File: src/rtl/core/piecewise_linear_envelope_top_defines.svh
// Assertion macros for the piecewise linear envelope block.
// Taken in by the top level; the assertions sample clk and are disabled while rst_n is low.
`ifndef PIECEWISE_LINEAR_ENVELOPE_TOP_DEFINES_SVH
`define PIECEWISE_LINEAR_ENVELOPE_TOP_DEFINES_SVH

// Same-cycle implication.
`define PLE_ASSERT_IMPLIES(label, ante, cons, msg) \
    label: assert property (@(posedge clk) disable iff (!rst_n) (ante) |-> (cons)) \
        else $error(msg);

// Next-cycle implication.
`define PLE_ASSERT_NEXT(label, ante, cons, msg) \
    label: assert property (@(posedge clk) disable iff (!rst_n) (ante) |=> (cons)) \
        else $error(msg);

`endif

File: src/rtl/core/ple_pkg.sv
// Shared widths and codes for the piecewise linear envelope block.
// No dependencies; used by the channel interfaces and the top level.
package ple_pkg;

    localparam int VAL_W  = 17;
    localparam int MODE_W = 2;

    localparam logic [MODE_W-1:0] MODE_CLEAR  = 2'd0;
    localparam logic [MODE_W-1:0] MODE_APPEND = 2'd1;
    localparam logic [MODE_W-1:0] MODE_EVAL   = 2'd2;

    // Q1.16 unity
    localparam logic [VAL_W-1:0] UNIT_ONE = 17'h10000;

    // One quotient bit per step; the quotient never exceeds VAL_W bits
    localparam int DIV_STEPS = VAL_W;
    localparam int DIV_CNT_W = 5;

endpackage

File: src/rtl/core/ple_channels.sv
// Valid/ready channel interfaces for the envelope block: command in, result out.
// Depends on ple_pkg for field widths.
interface ple_cmd_if;
    logic                         valid;
    logic                         ready;
    logic [ple_pkg::MODE_W-1:0]   mode;
    logic [ple_pkg::VAL_W-1:0]    position;
    logic [ple_pkg::VAL_W-1:0]    level;

    modport source (output valid, output mode, output position, output level, input ready);
    modport sink   (input valid, input mode, input position, input level, output ready);
endinterface

interface ple_res_if;
    logic                         valid;
    logic                         ready;
    logic [ple_pkg::VAL_W-1:0]    amplitude;
    logic                         knot_accepted;

    modport source (output valid, output amplitude, output knot_accepted, input ready);
    modport sink   (input valid, input amplitude, input knot_accepted, output ready);
endinterface

File: src/rtl/core/piecewise_linear_envelope_top.sv
// Piecewise linear envelope: breakpoint table, knot walk and bit-serial interpolation divide.
// Depends on ple_pkg, ple_channels.sv and piecewise_linear_envelope_top_defines.svh.
//
//  channel    role     payload
//  request    sink     mode, position, level
//  response   source   amplitude, knot_accepted
//
//  Clear, append, unused mode and evaluate with fewer than two knots answer from idle.
//  Evaluate: the first read is issued on acceptance, the walk visits knots in turn on the
//  single read port of the table, then come a multiply, 17 divide steps, an add and output.
//  Held end values finish after the walk, without multiply or divide.
//  No clearing pass after reset; table entries are undefined until appended.
//  A stalled response holds the block in its output state; no new request is taken.
`include "piecewise_linear_envelope_top_defines.svh"

module piecewise_linear_envelope_top #(
    parameter int KNOT_DEPTH = 8
) (
    input  logic              clk,
    input  logic              rst_n,
    ple_cmd_if.sink           request,
    ple_res_if.source         response
);

    localparam int W  = ple_pkg::VAL_W;
    localparam int IW = $clog2(KNOT_DEPTH);
    localparam int CW = $clog2(KNOT_DEPTH + 1);
    localparam int NW = ple_pkg::DIV_CNT_W;

    typedef enum logic [5:0] {
        S_IDLE = 6'b000001,
        S_WALK = 6'b000010,
        S_MUL  = 6'b000100,
        S_DIV  = 6'b001000,
        S_ADD  = 6'b010000,
        S_DONE = 6'b100000
    } state_t;

    state_t            state_reg, state_next;
    logic [CW-1:0]     count_reg, count_next;
    logic [IW-1:0]     idx_reg, idx_next;
    logic [NW-1:0]     step_reg, step_next;
    logic              out_valid_reg, out_valid_next;
    logic [W-1:0]      out_amp_reg, out_amp_next;
    logic              out_acc_reg, out_acc_next;

    logic [W-1:0]      res_reg, res_next;
    logic [W-1:0]      t_reg, t_next;
    logic [W-1:0]      last_time_reg, last_time_next;
    logic [W-1:0]      prev_time_reg, prev_time_next;
    logic [W-1:0]      prev_lev_reg, prev_lev_next;
    logic [W-1:0]      dt_reg, dt_next;
    logic [W-1:0]      span_reg, span_next;
    logic [W-1:0]      diff_reg, diff_next;
    logic              dec_reg, dec_next;
    logic [2*W-1:0]    acc_reg, acc_next;

    logic [2*W-1:0]    knot_mem [KNOT_DEPTH];
    logic [2*W-1:0]    rdata_reg;
    logic [IW-1:0]     raddr;
    logic              wr_en;

    logic              accept_in;
    logic              out_free;
    logic              append_ok;
    logic [IW-1:0]     last_idx;
    logic [W-1:0]      cur_time;
    logic [W-1:0]      cur_lev;
    logic              past_knot;
    logic [2*W-1:0]    mul_prod;
    logic [W:0]        div_x;
    logic [W:0]        div_trial;
    logic              div_ge;
    logic [W-1:0]      rem_new;
    logic [2*W-1:0]    acc_step;

    assign out_free  = !out_valid_reg || response.ready;
    assign request.ready = (state_reg == S_IDLE) && out_free;
    assign accept_in = request.valid && request.ready;

    assign response.valid         = out_valid_reg;
    assign response.amplitude     = out_amp_reg;
    assign response.knot_accepted = out_acc_reg;

    assign append_ok = (request.position <= ple_pkg::UNIT_ONE)
                    && (request.level <= ple_pkg::UNIT_ONE)
                    && (count_reg < CW'(KNOT_DEPTH))
                    && ((count_reg == '0) || (request.position > last_time_reg));

    assign last_idx  = IW'(count_reg - CW'(1));
    assign cur_time  = rdata_reg[2*W-1:W];
    assign cur_lev   = rdata_reg[W-1:0];
    assign past_knot = t_reg > cur_time;

    assign mul_prod  = dt_reg * diff_reg;

    // Restoring divide step: remainder stays below span throughout
    assign div_x     = {acc_reg[2*W-1:W], acc_reg[W-1]};
    assign div_ge    = div_x >= {1'b0, span_reg};
    assign div_trial = div_x - {1'b0, span_reg};
    assign rem_new   = div_ge ? div_trial[W-1:0] : div_x[W-1:0];
    assign acc_step  = {rem_new, acc_reg[W-2:0], div_ge};

    always_comb
    begin
        state_next     = state_reg;
        count_next     = count_reg;
        idx_next       = idx_reg;
        step_next      = step_reg;
        out_valid_next = out_valid_reg && !response.ready;
        out_amp_next   = out_amp_reg;
        out_acc_next   = out_acc_reg;
        res_next       = res_reg;
        t_next         = t_reg;
        last_time_next = last_time_reg;
        prev_time_next = prev_time_reg;
        prev_lev_next  = prev_lev_reg;
        dt_next        = dt_reg;
        span_next      = span_reg;
        diff_next      = diff_reg;
        dec_next       = dec_reg;
        acc_next       = acc_reg;
        raddr          = idx_reg + IW'(1);
        wr_en          = 1'b0;

        case (state_reg)
            S_IDLE:
            begin
                raddr = '0;
                if (accept_in)
                begin
                    out_valid_next = 1'b1;
                    out_amp_next   = '0;
                    out_acc_next   = 1'b0;
                    case (request.mode)
                        ple_pkg::MODE_CLEAR:
                        begin
                            count_next = '0;
                        end
                        ple_pkg::MODE_APPEND:
                        begin
                            out_acc_next = append_ok;
                            if (append_ok)
                            begin
                                wr_en          = 1'b1;
                                count_next     = count_reg + CW'(1);
                                last_time_next = request.position;
                            end
                        end
                        ple_pkg::MODE_EVAL:
                        begin
                            // Too few knots answers zero at once
                            if (count_reg >= CW'(2))
                            begin
                                out_valid_next = out_valid_reg && !response.ready;
                                t_next         = request.position;
                                idx_next       = '0;
                                state_next     = S_WALK;
                            end
                        end
                        default:
                        begin
                            out_acc_next = 1'b0;
                        end
                    endcase
                end
            end
            S_WALK:
            begin
                if (((idx_reg == '0) && !past_knot) || (past_knot && (idx_reg == last_idx)))
                begin
                    // Hold the end amplitude
                    res_next   = cur_lev;
                    state_next = S_DONE;
                end
                else if (past_knot)
                begin
                    prev_time_next = cur_time;
                    prev_lev_next  = cur_lev;
                    idx_next       = idx_reg + IW'(1);
                end
                else
                begin
                    dt_next    = t_reg - prev_time_reg;
                    span_next  = cur_time - prev_time_reg;
                    dec_next   = cur_lev < prev_lev_reg;
                    diff_next  = (cur_lev < prev_lev_reg) ? prev_lev_reg - cur_lev
                                                          : cur_lev - prev_lev_reg;
                    state_next = S_MUL;
                end
            end
            S_MUL:
            begin
                acc_next   = mul_prod;
                step_next  = '0;
                state_next = S_DIV;
            end
            S_DIV:
            begin
                acc_next  = acc_step;
                step_next = step_reg + NW'(1);
                if (step_reg == NW'(ple_pkg::DIV_STEPS - 1))
                begin
                    state_next = S_ADD;
                end
            end
            S_ADD:
            begin
                res_next   = dec_reg ? prev_lev_reg - acc_reg[W-1:0]
                                     : prev_lev_reg + acc_reg[W-1:0];
                state_next = S_DONE;
            end
            S_DONE:
            begin
                if (out_free)
                begin
                    out_valid_next = 1'b1;
                    out_amp_next   = res_reg;
                    out_acc_next   = 1'b0;
                    state_next     = S_IDLE;
                end
            end
            default:
            begin
                state_next = S_IDLE;
            end
        endcase
    end

    always_ff @(posedge clk or negedge rst_n)
    begin
        if (!rst_n)
        begin
            state_reg     <= S_IDLE;
            count_reg     <= '0;
            idx_reg       <= '0;
            step_reg      <= '0;
            out_valid_reg <= 1'b0;
        end
        else
        begin
            state_reg     <= state_next;
            count_reg     <= count_next;
            idx_reg       <= idx_next;
            step_reg      <= step_next;
            out_valid_reg <= out_valid_next;
        end
    end

    always_ff @(posedge clk)
    begin
        out_amp_reg   <= out_amp_next;
        out_acc_reg   <= out_acc_next;
        res_reg       <= res_next;
        t_reg         <= t_next;
        last_time_reg <= last_time_next;
        prev_time_reg <= prev_time_next;
        prev_lev_reg  <= prev_lev_next;
        dt_reg        <= dt_next;
        span_reg      <= span_next;
        diff_reg      <= diff_next;
        dec_reg       <= dec_next;
        acc_reg       <= acc_next;
    end

    // Knot table: time in the upper half, level in the lower half
    always_ff @(posedge clk)
    begin
        if (wr_en)
        begin
            knot_mem[count_reg[IW-1:0]] <= {request.position, request.level};
        end
        rdata_reg <= knot_mem[raddr];
    end

    `PLE_ASSERT_IMPLIES(a_count_bound, 1'b1, count_reg <= CW'(KNOT_DEPTH), "knot count above table depth")
    `PLE_ASSERT_NEXT(a_append_count, wr_en, count_reg == $past(count_reg) + CW'(1), "stored knot did not advance count")
    `PLE_ASSERT_IMPLIES(a_rem_below_span, state_reg == S_DIV, acc_reg[2*W-1:W] < span_reg, "divide remainder not below span")
    `PLE_ASSERT_IMPLIES(a_quot_bound, state_reg == S_ADD, acc_reg[W-1:0] <= diff_reg, "quotient exceeds level step")

endmodule
File: src/flat_wrapper.sv
// flat-port wrapper written by rule: the top's interface ports become plain ports
module piecewise_linear_envelope_top_flat 
#(
    parameter int KNOT_DEPTH = 8
)
  (clk, rst_n, request_valid, request_mode, request_position, request_level, request_ready, response_valid, response_amplitude, response_knot_accepted, response_ready);
  ple_cmd_if request_i ();
  ple_res_if response_i ();
  input  logic clk;
  input  logic rst_n;
  input wire logic [$bits(request_i.valid)-1:0] request_valid;
  input wire logic [$bits(request_i.mode)-1:0] request_mode;
  input wire logic [$bits(request_i.position)-1:0] request_position;
  input wire logic [$bits(request_i.level)-1:0] request_level;
  output wire logic [$bits(request_i.ready)-1:0] request_ready;
  output wire logic [$bits(response_i.valid)-1:0] response_valid;
  output wire logic [$bits(response_i.amplitude)-1:0] response_amplitude;
  output wire logic [$bits(response_i.knot_accepted)-1:0] response_knot_accepted;
  input wire logic [$bits(response_i.ready)-1:0] response_ready;
  assign request_i.valid = request_valid;
  assign request_i.mode = request_mode;
  assign request_i.position = request_position;
  assign request_i.level = request_level;
  assign request_ready = request_i.ready;
  assign response_valid = response_i.valid;
  assign response_amplitude = response_i.amplitude;
  assign response_knot_accepted = response_i.knot_accepted;
  assign response_i.ready = response_ready;
  piecewise_linear_envelope_top #(.KNOT_DEPTH(KNOT_DEPTH)) u_core (.clk(clk), .rst_n(rst_n), .request(request_i), .response(response_i));
endmodule
File: config.mk
export PLATFORM = sky130hd
export DESIGN_NAME = piecewise_linear_envelope_top_flat
export DESIGN_NICKNAME = d
export VERILOG_FILES = /design/src/rtl/core/ple_pkg.sv /design/src/rtl/core/ple_channels.sv /design/src/rtl/core/piecewise_linear_envelope_top.sv /design/src/flat_wrapper.sv
export VERILOG_INCLUDE_DIRS = /design/src /design/src/rtl/core
export SDC_FILE = /design/constraint.sdc
export NUM_CORES = 1
export LEC_CHECK = 0
export BUFFER_PORTS_ARGS = -buffer_cell sky130_fd_sc_hd__buf_2
export CAP_MARGIN = 25
export CORE_ASPECT_RATIO = 0.6
export CORE_UTILIZATION = 55
export DETAILED_ROUTE_END_ITERATION = 10
export MAX_ROUTING_LAYER = met4
export PLACE_DENSITY = 0.78
export SYNTH_ARGS = -nofsm -noshare
export SYNTH_HDL_FRONTEND = slang
export SYNTH_SLANG_ARGS = --single-unit
File: constraint.sdc
create_clock -name clk -period 6.5 [get_ports clk]
set_input_delay 1.95 -clock clk [delete_from_list [all_inputs] [get_ports clk]]
set_output_delay 1.95 -clock clk [all_outputs]
set_load 0.01 [all_outputs]
==> impl_metrics.tcl <==
set metrics [dict create \
    status "finished, final reports clean" \
    fin_skew_ns 0.0533 \
    rows 70 \
    crit_slowest_cell "fa_1" \
    htree_levels 2 \
    power.share.combinational_pct 46.5 \
    coreArea_um2 61700 \
    leakage_nw 16.2 \
    grt_start_max_net_pins 73 \
    die_x_um 326 \
    grt_overflow 0 \
    p_seq_share_pct 32.4 \
    relSlewSlack_pct 35.0 \
    path_delay_family "adder cells" \
    ys_types 75 \
    tightest_slew_ns 0.975 \
    cts_sinks 514 \
    place_ws_ns 0.0850 \
    ff2ff_setup_slack_ns 0.18 \
    initial_core_util_pct 56.3 \
    antenna_cells 0 \
    grtUsageMet1_pct 41.2 \
    maxCapViolations 0 \
    io_buffers 59 \
    place_area_um2 36300 \
    drt-vias-per-instance 5.77 \
    cts.clk_slew.worst_paths_ns 0.07 \
    wl_um 82800 \
    postSynthAreaPerCell_um2 10.5 \
    drt_iter0_markers 2733 \
    fp.dieH_um 197 \
    cts_hold_buf 0 \
    min_path_type "register to register" \
    cts-root-buf "clkbuf_16" \
    ant_nets 0 \
    powerDensity_nw_per_um2 349 \
    crit_chain "buf_12 > and2_1 > fa_1 > inv_1 > fa_1 > fa_1 > inv_1 > fa_1 > fa_1 > inv_1 > fa_1 > inv_1 > ha_1 > a21o_1 > a21oi_1 > and3_1 > a21oi_2 > a31oi_1 > buf_4 > o21ai_0 > xnor2_1 > mux2i_1" \
    synth_ff_type "edfxtp_1" \
    ir_drop_mv 0.324 \
    design_area_um2 38100 \
    dieArea_um2 64100 \
    tns_ns 0 \
    hold_viol_final 0 \
    gp_congestion 0.954 \
    cp.arrival_ns 6.62 \
    grt_pass1_vias 23560 \
    synth-seq-area-share_pct 43.2 \
    end_kind "register" \
    p_int_mw 8.05 \
    cp_slowest_stage_delay_ns 0.53 \
    hold_slack_ns 0.466 \
    finalCritPeriodShare_pct 97.3 \
    cts_tree "done" \
    syn_nets 3830 \
    vias 24657 \
    clkLatencyLatePin_ns 0.61 \
    syn_to_final_growth_pct 9.94 \
    syn_inst 3313 \
    cp.required_ns 6.80 \
    critPathLaunchType "register" \
    fin_nets 3925 \
    synth-edff-count 461 \
    syn-cell-area_um2 34700 \
    ys_ff_latch 514 \
    drc 0 \
    switching_power_mw 5.25 \
    clock_path_buffers 3 \
    drv_slew 0 \
    grt.total_usage_pct 26.9 \
    async_flop_share_pct 3.70 \
    drive_gt1_share_pct 8.19 \
    fin_ws_ns 0.178 \
    finalSetupViolCount 0 \
    grt_busiest_layer "met1" \
    rsz0062_at_grt "no" \
    fmax_mhz 158 \
    path_buf_inv 6 \
    first_pass_iters 6 \
    cts_buffers 46 \
    largest_reg_flops 272 \
    ys_warn_count 0 \
    grt_pass1_wl_um 131000 \
    ios 60 \
    antenna_found_initial 0 \
    use_met3_pct 5.56 \
    cp_common_cell "fa_1" \
    swShare_pct 39.5 \
    post-route-min-period_ns 6.32 \
    pwr-share-clk_pct 21.2 \
    wl_per_cell_um 19.4 \
    crit_fanout 17 \
    gr-usage-met2_pct 37.4 \
    hpwl_um 60700 \
    critical_path_class "register to register" \
]
worst register-to-register path: stages, from the launching register on:
cell and delay, ns:
edfxtp_1 0.42, buf_12 0.17, and2_1 0.19, fa_1 0.53
inv_1 0.05, fa_1 0.46, fa_1 0.53, inv_1 0.06
fa_1 0.50, fa_1 0.50, inv_1 0.05, fa_1 0.48
inv_1 0.05, ha_1 0.36, a21o_1 0.19, a21oi_1 0.29
and3_1 0.23, a21oi_2 0.09, a31oi_1 0.36, buf_4 0.20
o21ai_0 0.10, xnor2_1 0.14, mux2i_1 0.08
per-layer routing:
layer  wire length, um  vias to the layer above  share of wire [%]
met4               952                        0                1.1
met3              8200                       84                9.9
met1             38700                    12027                 47
met2             35000                     1099                 42
met5                 0                        -                  0
li1                  -                    11447                  -
logic make-up (layout without fill, tap and decap cells):
kind of cell               Yosys count  count (layout)  synth area share (%)
AOI/OAI and AO/OA                  556             556                  10.0
xor gates and xnor gates           113             113                  2.85
adders and majority gates          477             477                  22.2
buffers and inverters              559             690                  6.27
DFF                                514             514                  43.2
muxes                               46              46                  1.34
and+or+nand+nor                   1048            1048                  14.1
what timing repair did:
item / 4_1_cts / 5_1_grt
endpoints found under the setup margin: 0 / 17
resized for setup: 0 / 9
buffers inserted: 0 / 24
cells in the final DEF (no fill, tap or decap), drive strengths merged, types with 21 or more instances in the layout:
cell | netlist | final
and2 | 147 | 147
ha | 247 | 247
nor2b | 25 | 25
nor3 | 38 | 38
inv | 433 | 435
nand2 | 468 | 468
or3 | 49 | 49
nand3 | 60 | 60
o21ai | 186 | 186
nand2b | 21 | 21
fa | 230 | 230
dfxtp | 34 | 34
nor2 | 167 | 167
clkbuf | 104 | 67
a21o | 48 | 48
edfxtp | 461 | 461
buf | 22 | 172
a211oi | 43 | 43
xor2 | 37 | 37
a21oi | 133 | 133
mux2i | 43 | 43
xnor2 | 76 | 76
worst paths after layout:
| path | start | to | cells past startpoint |
|---|---|---|---|
| setup / recovery | u_core.diff_reg[5] | u_core.acc_reg[32] | 22 |
| hold / removal | u_core.rdata_reg[30] | u_core.prev_time_reg[13] | 0 |
| setup reg to reg | u_core.diff_reg[5] | u_core.acc_reg[32] | 22 |
| hold reg to reg | u_core.rdata_reg[30] | u_core.prev_time_reg[13] | 0 |
| max in group asynchronous | rst_n | u_core.idx_reg[0] | 1 |
| min in group asynchronous | rst_n | u_core.count_reg[0] | 1 |
power groups by stage:
| stage | Combinational, mW | Sequential [mW] | Clock (mW) |
|---|---|---|---|
| after floorplan | 4.31 | 4.25 | 0 |
| after global placement | 5.86 | 4.37 | 0 |
| after detailed placement | 5.98 | 4.38 | 0 |
| after CTS | 6.05 | 4.31 | 2.84 |
| after global routing | 6.82 | 4.33 | 2.97 |
| final | 6.18 | 4.31 | 2.82 |
stage by stage:
stage / power (mW) / std cells / utilization, %
global route: 14.1 / 4272 / 61.9
detailed placement: 10.4 / 4163 / 58.9
floorplan: 8.56 / 3313 / -
CTS: 13.2 / 4247 / 61.4
global placement: 10.2 / 4162 / 58.9
finish: 13.3 / 4272 / 61.9
final cells by class:
| type | count | area [um^2] |
|---|---|---|
| Clock inverter | 18 | 214 |
| Fill cell | 4872 | 23500 |
| Inverter | 433 | 1630 |
| Clock buffer | 66 | 1330 |
| Timing Repair Buffer | 173 | 1300 |
| Tap cell | 828 | 1040 |
| Multi-Input combinational cell | 2240 | 17600 |
| Sequential cell | 514 | 15000 |
Yosys cell counts, drive strengths merged, types with 7 or more instances:
cell / count / share of area [%]
and2: 147 / 2.7
or2: 8 / 0.14
a21o: 48 / 1.0
nand3: 60 / 0.87
inv: 433 / 4.7
a31oi: 12 / 0.22
a211o: 8 / 0.20
and3: 15 / 0.27
ha: 247 / 8.9
edfxtp: 461 / 40
dfrtp: 18 / 1.3
nor2b: 25 / 0.45
a21boi: 8 / 0.17
o21a: 16 / 0.35
clkbuf: 104 / 1.1
a31o: 7 / 0.18
nor2: 167 / 1.8
nand4: 14 / 0.25
a211oi: 43 / 0.93
or3: 49 / 0.88
xnor2: 76 / 1.9
o21ai: 186 / 2.7
mux2i: 43 / 1.2
dfxtp: 34 / 2.0
fa: 230 / 13
buf: 22 / 0.46
nor3: 38 / 0.56
o21bai: 10 / 0.22
o211ai: 8 / 0.17
nor4: 16 / 0.29
nand2b: 21 / 0.38
o311ai: 8 / 0.20
xor2: 37 / 0.93
nand2: 468 / 5.1
a21oi: 133 / 1.9
a2111oi: 7 / 0.18
o31ai: 7 / 0.17
(Power assumes the default switching activity.)
